### config.mk
export PLATFORM = sky130hd
export DESIGN_NAME = ir_pulse_distance_frame_receiver_unit
export DESIGN_NICKNAME = d
export VERILOG_FILES = /design/src/rtl/irpd_pkg.sv /design/src/rtl/irpd_core.sv /design/src/rtl/ir_pulse_distance_frame_receiver_unit.sv
export SDC_FILE = /design/constraint.sdc
export NUM_CORES = 1
export LEC_CHECK = 0
export BUFFER_PORTS_ARGS = -buffer_cell sky130_fd_sc_hd__buf_2
export CORE_MARGIN = 5
export CORE_UTILIZATION = 45
export CTS_BUF_LIST = sky130_fd_sc_hd__clkbuf_8
export CTS_CLUSTER_DIAMETER = 40
export DETAILED_ROUTE_END_ITERATION = 8
export SETUP_SLACK_MARGIN = 0.4
export SYNTH_ARGS = -nofsm -noshare
export SYNTH_HDL_FRONTEND = slang
export SYNTH_SLANG_ARGS = --single-unit
### constraint.sdc
create_clock -name clk -period 5.2 [get_ports clk]
set_input_delay 0.52 -clock clk [delete_from_list [all_inputs] [get_ports clk]]
set_output_delay 0.52 -clock clk [all_outputs]
set_load 0.1 [all_outputs]
### src/rtl/irpd_pkg.sv
// Shared types and constants for the infrared pulse-distance frame receiver.
package irpd_pkg;

	typedef enum logic [2:0] {
		PH_IDLE      = 3'd0,
		PH_LEAD_LOW  = 3'd1,
		PH_LEAD_HIGH = 3'd2,
		PH_FIRST_LOW = 3'd3,
		PH_DATA      = 3'd4,
		PH_DONE      = 3'd5
	} phase_t;

	localparam int unsigned REG_IDX_W = 3;

	localparam logic [REG_IDX_W-1:0] REG_LEADER_LOW_MIN  = 3'd0;
	localparam logic [REG_IDX_W-1:0] REG_LEADER_LOW_MAX  = 3'd1;
	localparam logic [REG_IDX_W-1:0] REG_LEADER_HIGH_MIN = 3'd2;
	localparam logic [REG_IDX_W-1:0] REG_LEADER_HIGH_MAX = 3'd3;
	localparam logic [REG_IDX_W-1:0] REG_BIT_LOW_MAX     = 3'd4;
	localparam logic [REG_IDX_W-1:0] REG_BIT_HIGH_MAX    = 3'd5;
	localparam logic [REG_IDX_W-1:0] REG_ONE_HIGH_MIN    = 3'd6;
	localparam logic [REG_IDX_W-1:0] REG_ZERO_HIGH_MAX   = 3'd7;

	localparam logic [7:0] RST_LEADER_LOW_MIN  = 8'd15;
	localparam logic [7:0] RST_LEADER_LOW_MAX  = 8'd25;
	localparam logic [7:0] RST_LEADER_HIGH_MIN = 8'd35;
	localparam logic [7:0] RST_LEADER_HIGH_MAX = 8'd45;
	localparam logic [7:0] RST_BIT_LOW_MAX     = 8'd4;
	localparam logic [7:0] RST_BIT_HIGH_MAX    = 8'd8;
	localparam logic [7:0] RST_ONE_HIGH_MIN    = 8'd7;
	localparam logic [7:0] RST_ZERO_HIGH_MAX   = 8'd3;

	// shortest high that can count as a zero
	localparam logic [7:0] ZERO_HIGH_MIN = 8'd2;

	typedef struct packed {
		logic [7:0] leader_low_min;
		logic [7:0] leader_low_max;
		logic [7:0] leader_high_min;
		logic [7:0] leader_high_max;
		logic [7:0] bit_low_max;
		logic [7:0] bit_high_max;
		logic [7:0] one_high_min;
		logic [7:0] zero_high_max;
	} cfg_t;

	typedef struct packed {
		logic       checksum_ok;
		logic [7:0] data_byte3;
		logic [7:0] data_byte2;
		logic [7:0] data_byte1;
		logic [7:0] data_byte0;
		logic [7:0] start_byte;
	} result_t;

endpackage

### src/rtl/irpd_core.sv
// Leader check, bit classification and frame assembly for the IR receiver.
module irpd_core #(
	parameter int unsigned FRAME_BYTES = 6
) (
	input  logic              clk,
	input  logic              arst_n,
	input  logic              step,
	input  logic              level,
	input  irpd_pkg::cfg_t    cfg,
	output logic              emit,
	output irpd_pkg::result_t result
);

	localparam int unsigned BYTE_W = $clog2(FRAME_BYTES + 1);
	localparam int unsigned IDX_W  = $clog2(FRAME_BYTES);
	localparam logic [BYTE_W-1:0] LAST_BYTE = BYTE_W'(FRAME_BYTES - 1);

	irpd_pkg::phase_t phase_q, phase_n;

	logic [7:0]        low_q, low_n;
	logic [7:0]        high_q, high_n;
	logic              taken_q, taken_n;
	logic [3:0]        bit_q, bit_n;
	logic [BYTE_W-1:0] byte_q, byte_n;
	logic [7:0]        shift_q, shift_n;
	logic [7:0]        sum_q, sum_n;
	logic [7:0]        store_q [FRAME_BYTES];

	logic       low;
	logic [7:0] low_inc, high_inc;
	logic       is_one, is_zero, bit_ok;
	logic       data_abort, byte_done, frame_done;
	logic       store_we;

	assign low      = !level;
	assign low_inc  = (low_q == 8'hFF) ? low_q : low_q + 8'd1;
	assign high_inc = (high_q == 8'hFF) ? high_q : high_q + 8'd1;

	assign is_one  = high_q >= cfg.one_high_min;
	assign is_zero = (high_q >= irpd_pkg::ZERO_HIGH_MIN) && (high_q <= cfg.zero_high_max);
	assign bit_ok  = is_one || is_zero;

	// low sample in a data bit: too long a low, or an unclassifiable high
	assign data_abort = (low_inc > cfg.bit_low_max) || (!taken_q && !bit_ok);
	assign byte_done  = !taken_q && bit_ok && (bit_q == 4'd7) && !data_abort;
	assign frame_done = byte_done && (byte_q == LAST_BYTE);

	// next state
	always_comb begin
		phase_n = phase_q;
		unique case (phase_q)
			irpd_pkg::PH_LEAD_LOW: begin
				if (low) begin
					if (low_inc > cfg.leader_low_max)
						phase_n = irpd_pkg::PH_IDLE;
				end else begin
					phase_n = (low_q < cfg.leader_low_min) ? irpd_pkg::PH_IDLE
					                                       : irpd_pkg::PH_LEAD_HIGH;
				end
			end
			irpd_pkg::PH_LEAD_HIGH: begin
				if (low) begin
					phase_n = (high_q < cfg.leader_high_min) ? irpd_pkg::PH_IDLE
					                                         : irpd_pkg::PH_FIRST_LOW;
				end else if (high_inc > cfg.leader_high_max) begin
					phase_n = irpd_pkg::PH_IDLE;
				end
			end
			irpd_pkg::PH_FIRST_LOW: begin
				if (!low)
					phase_n = irpd_pkg::PH_DATA;
			end
			irpd_pkg::PH_DATA: begin
				if (!low) begin
					if (high_inc > cfg.bit_high_max)
						phase_n = irpd_pkg::PH_IDLE;
				end else if (data_abort) begin
					phase_n = irpd_pkg::PH_IDLE;
				end else if (frame_done) begin
					phase_n = irpd_pkg::PH_DONE;
				end
			end
			irpd_pkg::PH_DONE: phase_n = irpd_pkg::PH_IDLE;
			default: begin
				phase_n = low ? irpd_pkg::PH_LEAD_LOW : irpd_pkg::PH_IDLE;
			end
		endcase
	end

	// datapath updates
	always_comb begin
		low_n    = low_q;
		high_n   = high_q;
		taken_n  = taken_q;
		bit_n    = bit_q;
		byte_n   = byte_q;
		shift_n  = shift_q;
		sum_n    = sum_q;
		store_we = 1'b0;
		emit     = 1'b0;
		unique case (phase_q)
			irpd_pkg::PH_LEAD_LOW: begin
				if (low)
					low_n = low_inc;
			end
			irpd_pkg::PH_LEAD_HIGH: begin
				if (low) begin
					if (high_q >= cfg.leader_high_min) begin
						taken_n = 1'b0;
						bit_n   = 4'd0;
						byte_n  = '0;
						low_n   = 8'd1;
						high_n  = 8'd0;
						sum_n   = 8'd0;
					end
				end else begin
					high_n = high_inc;
				end
			end
			irpd_pkg::PH_FIRST_LOW: begin
				if (low)
					low_n = low_inc;
				else
					high_n = 8'd1;
			end
			irpd_pkg::PH_DATA: begin
				if (!low) begin
					high_n  = high_inc;
					taken_n = 1'b0;
					low_n   = 8'd0;
				end else begin
					low_n  = low_inc;
					high_n = 8'd0;
					if (!taken_q && bit_ok) begin
						shift_n = {is_one, shift_q[7:1]};
						taken_n = 1'b1;
						bit_n   = bit_q + 4'd1;
					end
					if (byte_done) begin
						bit_n    = 4'd0;
						byte_n   = byte_q + BYTE_W'(1);
						store_we = step;
						emit     = step && frame_done;
						if ((byte_q != '0) && (byte_q != LAST_BYTE))
							sum_n = sum_q + shift_n;
					end
				end
			end
			irpd_pkg::PH_DONE: ;
			default: begin
				if (low) begin
					low_n  = 8'd0;
					high_n = 8'd0;
				end
			end
		endcase
	end

	always_ff @(posedge clk or negedge arst_n) begin
		if (!arst_n) begin
			phase_q <= irpd_pkg::PH_IDLE;
			low_q   <= 8'd0;
			high_q  <= 8'd0;
			taken_q <= 1'b0;
			bit_q   <= 4'd0;
			byte_q  <= '0;
			shift_q <= 8'd0;
			sum_q   <= 8'd0;
		end else if (step) begin
			phase_q <= phase_n;
			low_q   <= low_n;
			high_q  <= high_n;
			taken_q <= taken_n;
			bit_q   <= bit_n;
			byte_q  <= byte_n;
			shift_q <= shift_n;
			sum_q   <= sum_n;
		end
	end

	always_ff @(posedge clk) begin
		if (store_we)
			store_q[byte_q[IDX_W-1:0]] <= shift_n;
	end

	// all bytes but the last are already stored when the frame completes
	assign result.start_byte  = store_q[0];
	assign result.checksum_ok = (sum_q == shift_n);

	logic [7:0] data_bytes [4];

	for (genvar k = 0; k < 4; k++) begin : g_data
		if (k + 1 < FRAME_BYTES - 1) begin : g_real
			assign data_bytes[k] = store_q[k+1];
		end else begin : g_none
			assign data_bytes[k] = 8'd0;
		end
	end

	assign result.data_byte0 = data_bytes[0];
	assign result.data_byte1 = data_bytes[1];
	assign result.data_byte2 = data_bytes[2];
	assign result.data_byte3 = data_bytes[3];

	a_done_to_idle: assert property (@(posedge clk) disable iff (!arst_n)
		(phase_q == irpd_pkg::PH_DONE) && step |=> phase_q == irpd_pkg::PH_IDLE)
		else $error("done phase did not return to idle");

	a_emit_in_data: assert property (@(posedge clk) disable iff (!arst_n)
		emit |-> (phase_q == irpd_pkg::PH_DATA) && low && step)
		else $error("result raised outside a data low sample");

	a_emit_to_done: assert property (@(posedge clk) disable iff (!arst_n)
		emit |=> phase_q == irpd_pkg::PH_DONE)
		else $error("frame completion did not enter done phase");

endmodule

### src/rtl/ir_pulse_distance_frame_receiver_unit.sv
// Top level of the IR pulse-distance frame receiver: config, core and result buffer.
// Throughput: one line sample per clock cycle while s_tready is high.
// A completed result is registered into the result buffer in the cycle after the frame's final sample.
// A two-entry result buffer takes the output; s_tready drops only while two results wait.
// Reset clears the decoder state and buffer and loads the register reset values;
// the frame byte store is not cleared.
module ir_pulse_distance_frame_receiver_unit #(
	parameter int unsigned FRAME_BYTES = 6
) (
	input  logic        clk,
	input  logic        arst_n,
	input  logic        s_tvalid,
	output logic        s_tready,
	input  logic [7:0]  s_tdata,   // [0] line_level, [7:1] zero
	output logic        m_tvalid,
	input  logic        m_tready,
	output logic [39:0] m_tdata,   // start_byte, data_byte0..data_byte3
	output logic        m_tuser,   // checksum_ok
	input  logic        cfg_we,
	input  logic [2:0]  cfg_index,
	input  logic [7:0]  cfg_data
);

	irpd_pkg::cfg_t    cfg_q;
	irpd_pkg::result_t res;
	irpd_pkg::result_t e0_q, e1_q;
	logic              emit, step, pop;
	logic [1:0]        cnt_q;

	always_ff @(posedge clk or negedge arst_n) begin
		if (!arst_n) begin
			cfg_q.leader_low_min  <= irpd_pkg::RST_LEADER_LOW_MIN;
			cfg_q.leader_low_max  <= irpd_pkg::RST_LEADER_LOW_MAX;
			cfg_q.leader_high_min <= irpd_pkg::RST_LEADER_HIGH_MIN;
			cfg_q.leader_high_max <= irpd_pkg::RST_LEADER_HIGH_MAX;
			cfg_q.bit_low_max     <= irpd_pkg::RST_BIT_LOW_MAX;
			cfg_q.bit_high_max    <= irpd_pkg::RST_BIT_HIGH_MAX;
			cfg_q.one_high_min    <= irpd_pkg::RST_ONE_HIGH_MIN;
			cfg_q.zero_high_max   <= irpd_pkg::RST_ZERO_HIGH_MAX;
		end else if (cfg_we) begin
			unique case (cfg_index)
				irpd_pkg::REG_LEADER_LOW_MIN:  cfg_q.leader_low_min  <= cfg_data;
				irpd_pkg::REG_LEADER_LOW_MAX:  cfg_q.leader_low_max  <= cfg_data;
				irpd_pkg::REG_LEADER_HIGH_MIN: cfg_q.leader_high_min <= cfg_data;
				irpd_pkg::REG_LEADER_HIGH_MAX: cfg_q.leader_high_max <= cfg_data;
				irpd_pkg::REG_BIT_LOW_MAX:     cfg_q.bit_low_max     <= cfg_data;
				irpd_pkg::REG_BIT_HIGH_MAX:    cfg_q.bit_high_max    <= cfg_data;
				irpd_pkg::REG_ONE_HIGH_MIN:    cfg_q.one_high_min    <= cfg_data;
				irpd_pkg::REG_ZERO_HIGH_MAX:   cfg_q.zero_high_max   <= cfg_data;
				default: ;
			endcase
		end
	end

	assign step = s_tvalid && s_tready;

	irpd_core #(
		.FRAME_BYTES(FRAME_BYTES)
	) u_core (
		.clk    (clk),
		.arst_n (arst_n),
		.step   (step),
		.level  (s_tdata[0]),
		.cfg    (cfg_q),
		.emit   (emit),
		.result (res)
	);

	// two-entry result queue, head in e0_q
	assign pop      = m_tvalid && m_tready;
	assign m_tvalid = cnt_q != 2'd0;
	assign s_tready = cnt_q != 2'd2;

	always_ff @(posedge clk or negedge arst_n) begin
		if (!arst_n)
			cnt_q <= 2'd0;
		else if (emit && !pop)
			cnt_q <= cnt_q + 2'd1;
		else if (pop && !emit)
			cnt_q <= cnt_q - 2'd1;
	end

	always_ff @(posedge clk) begin
		if ((cnt_q == 2'd0 && emit) || (cnt_q == 2'd1 && emit && pop))
			e0_q <= res;
		else if (cnt_q == 2'd2 && pop)
			e0_q <= e1_q;
		if (cnt_q == 2'd1 && emit && !pop)
			e1_q <= res;
	end

	assign m_tdata = {e0_q.data_byte3, e0_q.data_byte2, e0_q.data_byte1,
	                  e0_q.data_byte0, e0_q.start_byte};
	assign m_tuser = e0_q.checksum_ok;

	a_cnt_bound: assert property (@(posedge clk) disable iff (!arst_n)
		cnt_q != 2'd3)
		else $error("result queue overfilled");

	a_stall_only_full: assert property (@(posedge clk) disable iff (!arst_n)
		!s_tready |-> m_tvalid)
		else $error("input stalled with no result waiting");

	a_emit_visible: assert property (@(posedge clk) disable iff (!arst_n)
		emit |=> m_tvalid)
		else $error("completed frame not presented");

endmodule

==> results.md, run 1 <==
- Total grt overflow: 0
- VDD IR max: 0.2023 mV
- Most area-hungry cell type in the Yosys netlist: edfxtp_1
- Total track usage: 0.1667
- Path depth of the worst reg2reg path: 14
- Post-synth EDFFs: 122
- H-tree levels: 2
- Avg Cell Area, Syn: 11.97 sq um
- Largest net degree at the start of global routing: 71
- CTS resizes: 0
- CTS tree: built
- Non-filler cells, final: 1432
- Max Buffers Root-to-Sink: 3
- Count leader, synth: edfxtp_1
- CP max FO: 42
- Dpl cells: 1352
- Initial antenna violation count: 0
- Slew Viols, Final: 0
- Final TNS setup: 0 ns
- # IOs: 67
- Yosys warning count: 0
- 1st-iter DRT viols: 442
- Setup crit start kind: register
- Post-layout nets: 1169
- Clock Sinks: 231
- Worst slew pin tran: 1.012 ns
- Fmax: 233.0 MHz
- GPL Wtd Cong: 0.8288
- # fillers: 2298
- Detail Route Antenna Nets: 0
- Clk Latency, worst-skew pair: 0.55 ns
- DRC violations left: 0
- Final Hold Violating Endpoints: 0
- Clock transition at path regs: 0.06 ns
- Most common library cells after synthesis: 122 x edfxtp_1, 88 x dfrtp_1, 84 x inv_1, 81 x ha_1, 74 x o21ai_0
- Vias in the first global route: 7372
- Final setup skew: 0.02126 ns
- Yosys reg bits: 231
- WP data required: 5.49 ns
- Die area: 0.02928 sq mm
- Chip Width: 171.1 microns
- Most used DFF post-synth: edfxtp_1
- Layout cells sized above 1: 0.2051
- Crit. End Element: register
- CTS Hold Bufs: 0
- Slew margin rel.: 0.3211
- Placed instance area: 0.01236 sq mm
- Final setup vio count: 0
- Leakage: 5.619 nW
- Cts bufs inserted: 44
- Vias post-DR: 7509
- Register area: 0.006417 sq mm
- Max-cap violations: 0
- TritonRoute pass-1 iters: 5
- Postcts setup bufs: 0
- Synth area leaders: edfxtp_1 31%, dfrtp_1 19%, ha_1 8.7%
- Root buffer cell: clkbuf_8
- Pwr/cell area: 347.9 mW/mm^2
- Synthesized area: 0.01168 sq mm
- Placed wire-length estimate: 16.88 mm
- Vias per inst: 5.244
- Site Rows: 59
- Initial core utilization: 0.4520
- Cells after synthesis: 976
- Routed Wire Length: 23.93 mm
- Data arrival, critical path: 4.58 ns
- Status: complete, no violations
- Fin crit period: 4.291 ns
- Area Growth Syn to Fin: 13.63%
- Core area: 0.02584 sq mm
- Synth cell types: 77
- Post-layout util: 0.5136
- Sequential area share after synthesis: 0.5495
- Hold slack final: 0.1035 ns
- WL/cell: 16.71 microns
- Top cell type's share of synthesized area: 0.3137
- Syn nets: 1082
- Post-Layout Inst Area: 0.01327 sq mm
- Inserted Diodes: 0
- CP Class: register to register
- Die Span Y: 171.1 microns
- First-pass GRT wire length: 39.17 mm
- Multi-input logic area: 0.004793 sq mm
- RSZ-0062 raised after global routing: false
- Async SR Flop Fraction: 0.4719
- Port buffer count: 59
- Worst min path class: input pin to asynchronous set/reset pin
- Fin crit share: 0.8252
[critical path, stage by stage, from the launching register on]
cell       delay [ns]
dfrtp_1          0.44
ha_1             0.27
nand2_1          0.10
nor2_1           0.22
nand3_1          0.30
mux2i_1          0.27
inv_1            0.10
ha_1             0.31
a21oi_1          0.16
o2111ai_1        0.22
a21oi_2          0.30
nand2_2          0.10
nor4b_4          0.30
buf_4            0.51
mux2_2           0.40
[state kept, by name, indices dropped and copies added (netlist names), 2 cells and up]
name / flops
u_core.phase_q: 3
u_core.sum_q: 8
u_core.bit_q: 4
cnt_q: 2
u_core.byte_q: 3
e1_q: 41
u_core.store_q: 40
m_tdata: 40
cfg_q: 64
u_core.high_q: 8
u_core.low_q: 8
u_core.shift_q: 8
[cell type report]
type                    instances  area share
clock inverters                32     0.01848
multi-input cells             628      0.3612
inverters                      85     0.02404
well taps                     335     0.03159
flip-flops and latches        231      0.4836
clock buffers                  48     0.04978
repair buffers                 73     0.03130
[layout by cell type (no fill, tap or decap), types with 8 or more instances in the layout]
cell type | netlist | final
mux2_2 | 45 | 45
nor4_1 | 8 | 8
buf_2 | 5 | 58
nand3_1 | 27 | 27
a21o_1 | 17 | 17
edfxtp_1 | 122 | 122
nor2b_1 | 12 | 12
clkbuf_8 | 0 | 48
dfrtp_1 | 88 | 88
nor2_1 | 41 | 41
a21oi_1 | 36 | 36
xnor2_1 | 20 | 20
nand2_1 | 66 | 66
inv_1 | 84 | 95
nand4_1 | 13 | 13
o21ai_0 | 74 | 74
o21ai_1 | 14 | 14
ha_1 | 81 | 81
nor3_1 | 10 | 10
dfstp_2 | 21 | 21
nand2b_1 | 11 | 11
mux2_1 | 41 | 41
buf_4 | 1 | 14
[routing by layer]
metal	GRT usage	part of all wire	vias up	routed length, microns
met5	0	0	-	0
met4	0.05029	0.021	0	503
met3	0.03096	0.048	49	1144
met2	0.2668	0.46	158	10960
met1	0.2329	0.47	3576	11320
li1	-	-	3726	-
[logic make-up (layout without fill, tap and decap cells)]
family	after synthesis	count (layout)	share of synthesized area
multiplexers	93	93	0.08892
flip-flops	231	231	0.5495
buffers and inverters	117	238	0.04167
AND/OR/NAND/NOR	221	221	0.09867
adder cells (fa/ha/maj)	82	82	0.08849
XOR/XNOR	27	27	0.02025
AO/OA/AOI/OAI	205	205	0.1125
[where the power goes]
group	switching [mW]	leakage, nW	internal, mW
clock network	0.771	0.489	1.01
registers	0.102	2.44	2.09
logic	0.365	2.69	0.277
total	1.24	5.62	3.38
[worst paths after layout]
check,startpoint,to,slack (ns)
hold reg to reg,u_core.store_q[4][0],e1_q[32],0.45
min in group clk,cfg_data[1],cfg_q[41],0.28
max in group asynchronous,arst_n,cfg_q[32],3.98
setup reg to reg,u_core.low_q[0],m_tdata[1],0.91
setup / recovery,u_core.low_q[0],m_tdata[1],0.91
hold / removal,arst_n,u_core.shift_q[1],0.10
[through the flow]
stage	power, mW	setup slack (ns)
detailed placement	2.867	0.8945
global route	4.889	0.5495
floorplan	2.676	0.6819
finish	4.617	0.9090
global placement	2.843	0.9408
CTS	4.690	0.8642
Note: power is estimated with default switching activity, not from simulation.
==> run 2: changes to the inputs <==
- ABC_AREA: not set -> 1
- clock period: 5.2 -> 3.7 ns (I/O delays scaled with it)
==> results.md, run 2 <==
- Status: complete, no violations
- Final setup skew: 0.04510 ns (+0.02384 ns)
- Clock transition at path regs: 0.05 ns (about the same)
- Final WS setup: 0.07910 ns (-0.8299 ns)
- Pwr/cell area: 559.9 mW/mm^2 (+61%)
- Data arrival, critical path: 3.86 ns (-0.72 ns)
- Max-cap violations: 0 (unchanged)
- Top cell type's share of synthesized area: 0.3223 (+0.008633)
- Fmax: 276.2 MHz (+19%)
- Setup crit start kind: register
- CTS tree: built
- Most flop-heavy register: cfg_q
- Vias per inst: 4.953 (-5.5%)
- Fin crit period: 3.621 ns (-0.6701 ns)
- Core area: 0.02504 sq mm (-3.1%)
- Site Rows: 58 (-1.7%)
- DP Worst Slack: 0.2023 ns (-0.6922 ns)
- CP peak stage delay: 0.36 ns (-0.15 ns)
- Port buffer count: 59 (unchanged)
- Sequential area share after synthesis: 0.5646 (+0.01512)
- Layout cells sized above 1: 0.2708 (+0.06570)
- Slew Viols, Final: 0 (unchanged)
- Fin crit share: 0.9786 (+0.1534)
- Critical Path Sink: e1_q[37]
- Sequential share of power: 0.408 (-0.066)
- Yosys warning count: 0 (unchanged)
- Hold Path Depth: 3
- Vias in the first global route: 8179 (+11%)
- Post-layout util: 0.5807 (+0.06710)
- H-tree levels: 2 (unchanged)
- Post-synth EDFFs: 122 (unchanged)
- Die Span Y: 168.9 microns (-1.3%)
- Post-Layout Inst Area: 0.01454 sq mm (+9.6%)
- Largest regs: cfg_q (64), e1_q (41)
- Comb pwr share: 0.294 (+0.155)
- # IOs: 67 (unchanged)
- Most area-hungry cell type in the Yosys netlist: edfxtp_1
- Worst R2R End: e1_q[37]
- Cts bufs inserted: 43 (-2.3%)
- Chip Width: 168.9 microns (-1.3%)
- VDD IR max: 0.3526 mV (+74%)
- Switching Fraction: 0.3559 (+0.08782)
- Cell-internal power: 5.243 mW (+55%)
- CP max FO: 6 (-86%)
- Post-layout nets: 1441 (+23%)
- Root buffer cell: clkbuf_8
- Initial core utilization: 0.4540 (+0.001963)
- Area Growth Syn to Fin: 27.92%
- Crit path launch: u_core.low_q[1]
- Yosys reg bits: 231 (unchanged)
- Inserted Diodes: 0 (unchanged)
- Synth area leaders: edfxtp_1 32%, dfrtp_1 19%, nand2_1 11%
- Async SR Flop Fraction: 0.4719 (unchanged)
- Placed instance area: 0.01236 sq mm (about the same)
- Clock Sinks: 231 (unchanged)
- CP cell instances: ha_2 -> nand2_2 -> nor2_2 -> inv_2 -> nor2_4 -> nand4_1 -> buf_4 -> nand4_1 -> xor2_1 -> ha_1 -> nand2_1 -> nor2_2 -> nand3_2 -> o21ai_4 -> nand4_4 -> nor2_4 -> nand2_4 -> buf_6 -> nor3_4 -> buf_6 -> clkbuf_16
- Max reg flops: 64 (unchanged)
- Gr busiest metal: met2
- Final setup vio count: 0 (unchanged)
- CP Class: register to register
- Met1 Use GR: 0.2199 (-0.01298)
- Routed Wire Length: 26.05 mm (+8.9%)
- Commonest non-fill, non-tap cell in the layout: nand2_1
- 1st-iter DRT viols: 392 (-11%)
- Total grt overflow: 0 (unchanged)
- RSZ-0062 raised after global routing: true
- Largest net degree at the start of global routing: 58 (-18%)
- Vias post-DR: 8420 (+12%)
- Most common library cells after synthesis: 342 x nand2_1, 151 x inv_1, 122 x edfxtp_1, 107 x o21ai_0, 88 x dfrtp_1
- WP data required: 3.94 ns (-1.55 ns)
- Avg Cell Area, Syn: 9.665 sq um (-19%)
- Crit. End Element: register
- TritonRoute pass-1 iters: 4 (-1)
- Total track usage: 0.1746 (+0.007840)
- R2R Path Start: u_core.low_q[1]
- Leakage: 6.542 nW (+16%)
- First-pass GRT wire length: 40.61 mm (+3.7%)
- CP max stage cell: dfrtp_1
- Commonest non-fill, non-tap cells in the layout: 267 x nand2_1, 165 x inv_1, 122 x edfxtp_1, 89 x o21ai_0, 85 x dfrtp_1
- Synthesized area: 0.01137 sq mm (-2.7%)
- Cells after synthesis: 1176 (+20%)
- Met3 Usage GRT: 0.03783 (+0.006872)
- Synth cell types: 50 (-35%)
- NetSw: 2.897 mW (+130%)
- WL/cell: 15.32 microns (-8.3%)
- Clk Latency, worst-skew pair: 0.56 ns (about the same)
- Detail Route Antenna Nets: 0 (unchanged)
- Placed wire-length estimate: 16.93 mm (+0.31%)
- FF-to-FF setup slack: 0.08 ns (-0.83 ns)
- Worst min path class: input pin to register
- Slew margin rel.: 0.5000 (+0.1789)
- Initial antenna violation count: 1 (+1)
- DRC violations left: 0 (unchanged)
- Most used DFF post-synth: edfxtp_1
- Final Hold Violating Endpoints: 0 (unchanged)
- Count leader, synth: nand2_1
- Max Buffers Root-to-Sink: 3 (unchanged)
- Die area: 0.02854 sq mm (-2.5%)
- Syn nets: 1282 (+18%)
- Clk pwr share: 0.298 (-0.089)
- GPL Wtd Cong: 0.8744 (+5.5%)
- Path depth of the worst reg2reg path: 21 (+7)
- GR Util met2: 0.2955 (+0.02863)
- Worst slew pin tran: 0.7500 ns (-0.2616 ns)
==> run 2: power by group through the flow <==
stage / clock, mW / sequential (mW) / combinational [mW]
floorplan: 0 / 3.66 / 1.29
global placement: 0 / 3.33 / 2.12
detailed placement: 0 / 3.34 / 2.16
CTS: 2.48 / 3.30 / 2.26
global route: 2.62 / 3.36 / 2.66
finish: 2.42 / 3.32 / 2.40
==> run 2: timing repair <==
action / 4_1_cts / 5_1_grt
gates resized for setup: 72 / 152
hold buffers: 1 / 0
pin swaps: 28 / 34
setup endpoints to repair: 181 / 181
endpoints found under the hold margin: 48 / 0
gates cloned: 6 / 8
buffers inserted: 13 / 11
==> run 2: kinds of logic (layout without fill, tap and decap cells) <==
family | after synthesis | after routing | share of synthesized area
XOR/XNOR | 18 | 18 | 0.01387
AO/OA/AOI/OAI | 186 | 186 | 0.08895
flip-flops | 231 | 231 | 0.5646
buffers and inverters | 183 | 376 | 0.06374
AND/OR/NAND/NOR | 476 | 477 | 0.1779
adder cells (fa/ha/maj) | 82 | 82 | 0.09093
==> run 2: worst min path at each step <==
| stage | start | end | slack (ns) |
|---|---|---|---|
| finish | cfg_data[2] | cfg_q[2] | 0.06 |
| global route | cfg_data[1] | cfg_q[1] | 0.07 |
| CTS | cfg_data[2] | cfg_q[2] | 0.02 |
| detailed placement | u_core.store_q[1][5] | e1_q[13] | 0.43 |
| global placement | u_core.store_q[3][6] | e1_q[30] | 0.43 |
| floorplan | arst_n | cfg_q[11] | 0.07 |
==> run 2: critical path: cells and delay by family, from the launching register on <==
kind	cells	cell delay, ns
and+or+nand+nor	12	1.39
buffers and inverters	5	0.74
adders and majority gates	2	0.48
DFF	1	0.36
AOI/OAI and AO/OA	1	0.26
xor gates and xnor gates	1	0.09
==> run 2: area by class of cell <==
type | instances | area (sq um)
Fill cell | 2120 | 10500
Sequential cell | 231 | 6421
Multi-Input combinational cell | 763 | 4910
Timing Repair Buffer | 136 | 1310
Clock buffer | 49 | 674.4
Inverter | 160 | 615.6
Tap cell | 330 | 412.9
Clock inverter | 31 | 195.2
==> run 2: layer usage <==
metal | vias to the layer above | wire length, microns
met5 | - | 13
met4 | 2 | 846
met2 | 176 | 12920
met3 | 63 | 1326
met1 | 3937 | 10950
li1 | 4242 | -
==> run 2: stage by stage <==
step	power, mW	hold WS (ns)	cells	TNS [ns]
after global placement	5.454	0.4311	1581	0
after detailed placement	5.503	0.4318	1581	0
after floorplan	4.946	0.07441	1176	-5.147
after global routing	8.644	0.06727	1700	-9.391
after CTS	8.041	0.02159	1681	0
final	8.140	0.06287	1700	0
